<file path="config.mk">
export PLATFORM = sky130hd
export DESIGN_NAME = bcd_ctrl
export DESIGN_NICKNAME = d
export VERILOG_FILES = /design/src/rtl/core/bcd_pkg.sv /design/src/rtl/core/bcd_ctrl.sv
export SDC_FILE = /design/constraint.sdc
export NUM_CORES = 1
export LEC_CHECK = 0
export BUFFER_PORTS_ARGS = -buffer_cell sky130_fd_sc_hd__clkbuf_2
export CORE_AREA = 5 5 42 44
export CTS_CLUSTER_DIAMETER = 150
export DETAILED_ROUTE_END_ITERATION = 10
export DIE_AREA = 0 0 47 49
export GPL_TIMING_DRIVEN = 0
export PLACE_DENSITY = 0.7
export SYNTH_ARGS = -nofsm -noshare
export SYNTH_HDL_FRONTEND = slang
export SYNTH_SLANG_ARGS = --single-unit
</file>
<file path="constraint.sdc">
create_clock -name clk -period 1.29 [get_ports clk]
set_input_delay 0.1935 -clock clk [delete_from_list [all_inputs] [get_ports clk]]
set_output_delay 0.1935 -clock clk [all_outputs]
set_load 0.05 [all_outputs]
</file>
<file path="src/rtl/core/bcd_pkg.sv">
package bcd_pkg;

	localparam int unsigned FRAC_BITS = 16;
	localparam int unsigned ACC_W     = 48;
	localparam int unsigned POS_W     = 32;
	localparam int unsigned INV_W     = 24;
	localparam int unsigned CNT_W     = 7;
	localparam int unsigned COL_W     = 6;
	localparam int unsigned ROW_W     = 7;
	localparam int unsigned CFG_IDX_W = 3;
	localparam int unsigned WGT_W     = FRAC_BITS + 1;

	localparam logic [CFG_IDX_W-1:0] REG_ORIGIN_X     = 3'd0;
	localparam logic [CFG_IDX_W-1:0] REG_ORIGIN_Y     = 3'd1;
	localparam logic [CFG_IDX_W-1:0] REG_INV_CELL_X   = 3'd2;
	localparam logic [CFG_IDX_W-1:0] REG_INV_CELL_Y   = 3'd3;
	localparam logic [CFG_IDX_W-1:0] REG_CHARGE_SCALE = 3'd4;
	localparam logic [CFG_IDX_W-1:0] REG_COLS_IN_USE  = 3'd5;
	localparam logic [CFG_IDX_W-1:0] REG_ROWS_IN_USE  = 3'd6;

	localparam logic OP_DEPOSIT = 1'b0;
	localparam logic OP_READ    = 1'b1;

	typedef enum logic [3:0] {
		ST_CLEAR,
		ST_IDLE,
		ST_LOCATE,
		ST_CHECK,
		ST_WEIGHT,
		ST_AMOUNT,
		ST_RD,
		ST_ADD,
		ST_WR,
		ST_READ_WAIT,
		ST_READ_DATA,
		ST_OUT
	} state_t;

	typedef struct packed {
		logic       clear_step;
		logic       capture;
		logic       locate;
		logic       check;
		logic       weight;
		logic       amount;
		logic       mem_rd;
		logic       add;
		logic       mem_wr;
		logic       cell_rd;
		logic       cell_latch;
		logic       next_corner;
	} dp_cmd_t;

	typedef struct packed {
		logic       clear_done;
		logic       is_read;
		logic       skip;
		logic       last_corner;
	} dp_sts_t;

endpackage

</file>
<file path="src/rtl/core/bcd_ctrl.sv">
module bcd_ctrl (
	input  logic              clk,
	input  logic              arst_n,
	input  logic              in_valid,
	output logic              in_ready,
	output logic              out_valid,
	input  logic              out_ready,
	output bcd_pkg::dp_cmd_t  cmd,
	input  bcd_pkg::dp_sts_t  sts
);
	bcd_pkg::state_t state_q, state_d;

	always_ff @(posedge clk or negedge arst_n) begin
		if (!arst_n) begin
			state_q <= bcd_pkg::ST_CLEAR;
		end else begin
			state_q <= state_d;
		end
	end

	always_comb begin
		state_d   = state_q;
		cmd       = '0;
		in_ready  = 1'b0;
		out_valid = 1'b0;
		case (state_q)
			bcd_pkg::ST_CLEAR: begin
				if (sts.clear_done) state_d = bcd_pkg::ST_IDLE;
				else cmd.clear_step = 1'b1;
			end
			bcd_pkg::ST_IDLE: begin
				in_ready = 1'b1;
				if (in_valid) begin
					cmd.capture = 1'b1;
					state_d = bcd_pkg::ST_LOCATE;
				end
			end
			bcd_pkg::ST_LOCATE: begin
				cmd.locate = 1'b1;
				state_d = sts.is_read ? bcd_pkg::ST_READ_WAIT : bcd_pkg::ST_CHECK;
			end
			bcd_pkg::ST_READ_WAIT: begin
				cmd.cell_rd = 1'b1;
				state_d = bcd_pkg::ST_READ_DATA;
			end
			bcd_pkg::ST_READ_DATA: begin
				cmd.cell_latch = 1'b1;
				state_d = bcd_pkg::ST_OUT;
			end
			bcd_pkg::ST_CHECK: begin
				cmd.check = 1'b1;
				state_d = bcd_pkg::ST_WEIGHT;
			end
			bcd_pkg::ST_WEIGHT: begin
				cmd.weight = 1'b1;
				state_d = bcd_pkg::ST_AMOUNT;
			end
			bcd_pkg::ST_AMOUNT: begin
				cmd.amount = 1'b1;
				state_d = sts.skip ? bcd_pkg::ST_OUT : bcd_pkg::ST_RD;
			end
			bcd_pkg::ST_RD: begin
				cmd.mem_rd = 1'b1;
				state_d = bcd_pkg::ST_ADD;
			end
			bcd_pkg::ST_ADD: begin
				cmd.add = 1'b1;
				state_d = bcd_pkg::ST_WR;
			end
			bcd_pkg::ST_WR: begin
				cmd.mem_wr = 1'b1;
				if (sts.last_corner) begin
					state_d = bcd_pkg::ST_OUT;
				end else begin
					cmd.next_corner = 1'b1;
					state_d = bcd_pkg::ST_WEIGHT;
				end
			end
			bcd_pkg::ST_OUT: begin
				out_valid = 1'b1;
				if (out_ready) state_d = bcd_pkg::ST_IDLE;
			end
			default: state_d = bcd_pkg::ST_IDLE;
		endcase
	end
endmodule

</file>
==> impl_metrics.ini <==
[die]
coreArea_sq_um = 1400
initial_core_util = 0.307
num_rows = 14
die_area_sq_um = 2300
io_pins = 22
die_w_microns = 47
dieHeight_microns = 49

[yosys]
synth.avg_cell_area_sq_um = 7.69
ys.flop_type = dfrtp_1
syn_inst = 56
synth_seq_cells = 4
synth_area_sq_um = 430
synth_seq_area_share = 0.233
synthDistinctLibCells = 28
synth.yosys.warnings = 0
synthArstFlopShare = 1.00
synth_edf_count = 0
syn_nets = 64

[layout]
mostFrequentLayoutCells = 12 x buf_8, 11 x buf_6, 9 x nor2_4, 7 x clkbuf_2, 7 x buf_4
area_growth_pct = 151
largest_register = state_q
largest_reg_flops = 4
reg_top3 = state_q: 4 flops
drive_above_1_share = 0.768
antenna_cells = 0
layout_commonest_cell = buf_8
nets = 105
fin_area_sq_um = 1080

[sta]
setup_violations = 18
period_needed_ps = 1600
setup_ws_ps = -309
relSlewSlack = 0.822
fmax_ghz = 0.625
finalCritPeriodShare = 1.24
rsz0062_at_grt = true
hold_viol = 0
slew_viol_final = 0
fin_worst_skew_ps = 1.57
tightest_slew_ps = 265

[routing]
wl_met3_microns = 88
vias = 582
drcViolationCount = 0
vias_per_cell = 5.24
routedWlPerCell_microns = 16.5
firstDrtPassIters = 4
met1Wirelength_microns = 732
topRoutingLayerUsed = met4
routed_wl_microns = 1830
drt-initial-drc-count = 8
wl_met2_microns = 973
ant_nets = 0

[worst_setup_path]
required_ps = 1100
critical_path_arrival_ps = 1410
crit_path_start = state_q[3]
reg2reg_from = state_q[3]
reg2reg_setup_slack_ps = -130
crit_fanout = 5
crit_type = reg -> out
worst_setup_path_end_kind = output pin
critPathLaunchType = flip-flop

[grt]
grt_max_degree = 11
track_usage = 0.181
grt_pass1_vias = 680
grt_pass1_wl_microns = 3080
gr-total-overflow = 0
grt_antenna_before_repair = 0

[power_and_ir_drop]
power.density_nw_per_um2 = 2890
peakVddDrop_mv = 1.58
static-leakage-power_nw = 0.453
power_w = 0.00313

[run]
drv_cap = 0

[cts]
cts_buffers = 3
htree_levels = 1
cts_sinks = 4
clk_latency_ps = 230
clock_path_buffers = 2
root_buffer = clkbuf_4
tritoncts = done
path_clk_slew_ps = 40

[place]
gp_congestion = 0.758
placed_area_sq_um = 671
dp_hpwl_microns = 985
port_buffers = 21

[run_status]
status = finished with violations
violations = negative setup slack

[worst_hold_path]
hold_path_class = in -> async
cell usage after synthesis (2+ instances only):
cell type	count	area (sq um)
o22ai_1	2	12.5
nor3_1	4	20.0
a22oi_1	2	15.0
nor3b_1	2	15.0
nor2_1	12	45.0
buf_2	4	20.0
nor2b_1	2	12.5
nand2b_1	3	18.8
nor4_1	2	12.5
dfrtp_1	4	100
buf_6	2	22.5
worst paths after layout:
path                            cells past startpoint         end
worst max-delay path                                3     cmd[11]
worst min-delay path                                2  state_q[0]
worst max register to register                      6  state_q[0]
worst min register to register                      3  state_q[0]
max in group asynchronous                           2  state_q[3]
min in group clk                                    2  state_q[3]
kinds of logic (layout without fill, tap and decap cells):
kind of cell,after synthesis,count (layout),share of synthesized area
buffers and inverters,6,45,0.0988
AO/OA/AOI/OAI,15,15,0.270
AND/OR/NAND/NOR,31,31,0.398
flip-flops,4,4,0.233
per-layer routing:
layer  GRT usage  vias up
met5           0        -
met1       0.210      272
li1            -      285
met3      0.0480        4
met4      0.0737        0
met2       0.301       21
worst max-delay path, cell delays in order (launching register included):
cell and delay (ps):
dfrtp_2 430, or2_4 310, nor4_4 200, clkbuf_8 240
per-stage QoR:
step | hold WS, ps | TNS, ps | utilization | instances | setup slack [ps]
global placement | -0.528 | -3080 | 0.479 | 93 | -304
detailed placement | 3.84 | -3190 | 0.479 | 93 | -308
finish | 304 | -3560 | 0.771 | 111 | -309
global route | 309 | -4580 | 0.771 | 111 | -375
floorplan | -102 | -2600 | - | 56 | -275
CTS | 295 | -3950 | 0.735 | 110 | -336
final cells by class:
type,instances,area [sq um]
Fill cell,87,320
Clock buffer,3,22.5
Tap cell,16,20.0
Buffer,5,68.8
Timing Repair Buffer,37,405
Multi-Input combinational cell,46,462
Sequential cell,4,103
what timing repair did:
action	in CTS	in global routing
pin swaps	9	8
setup buffers	13	3
hold endpoints to repair	4	0
endpoints found under the setup margin	17	18
gates resized for setup	53	23
hold buffers	1	0
power by group:
part,switching [W],internal [W]
clock network,0.0000477,0.000104
registers,0.0000507,0.000195
logic,0.00143,0.00130
(Power assumes the default switching activity.)
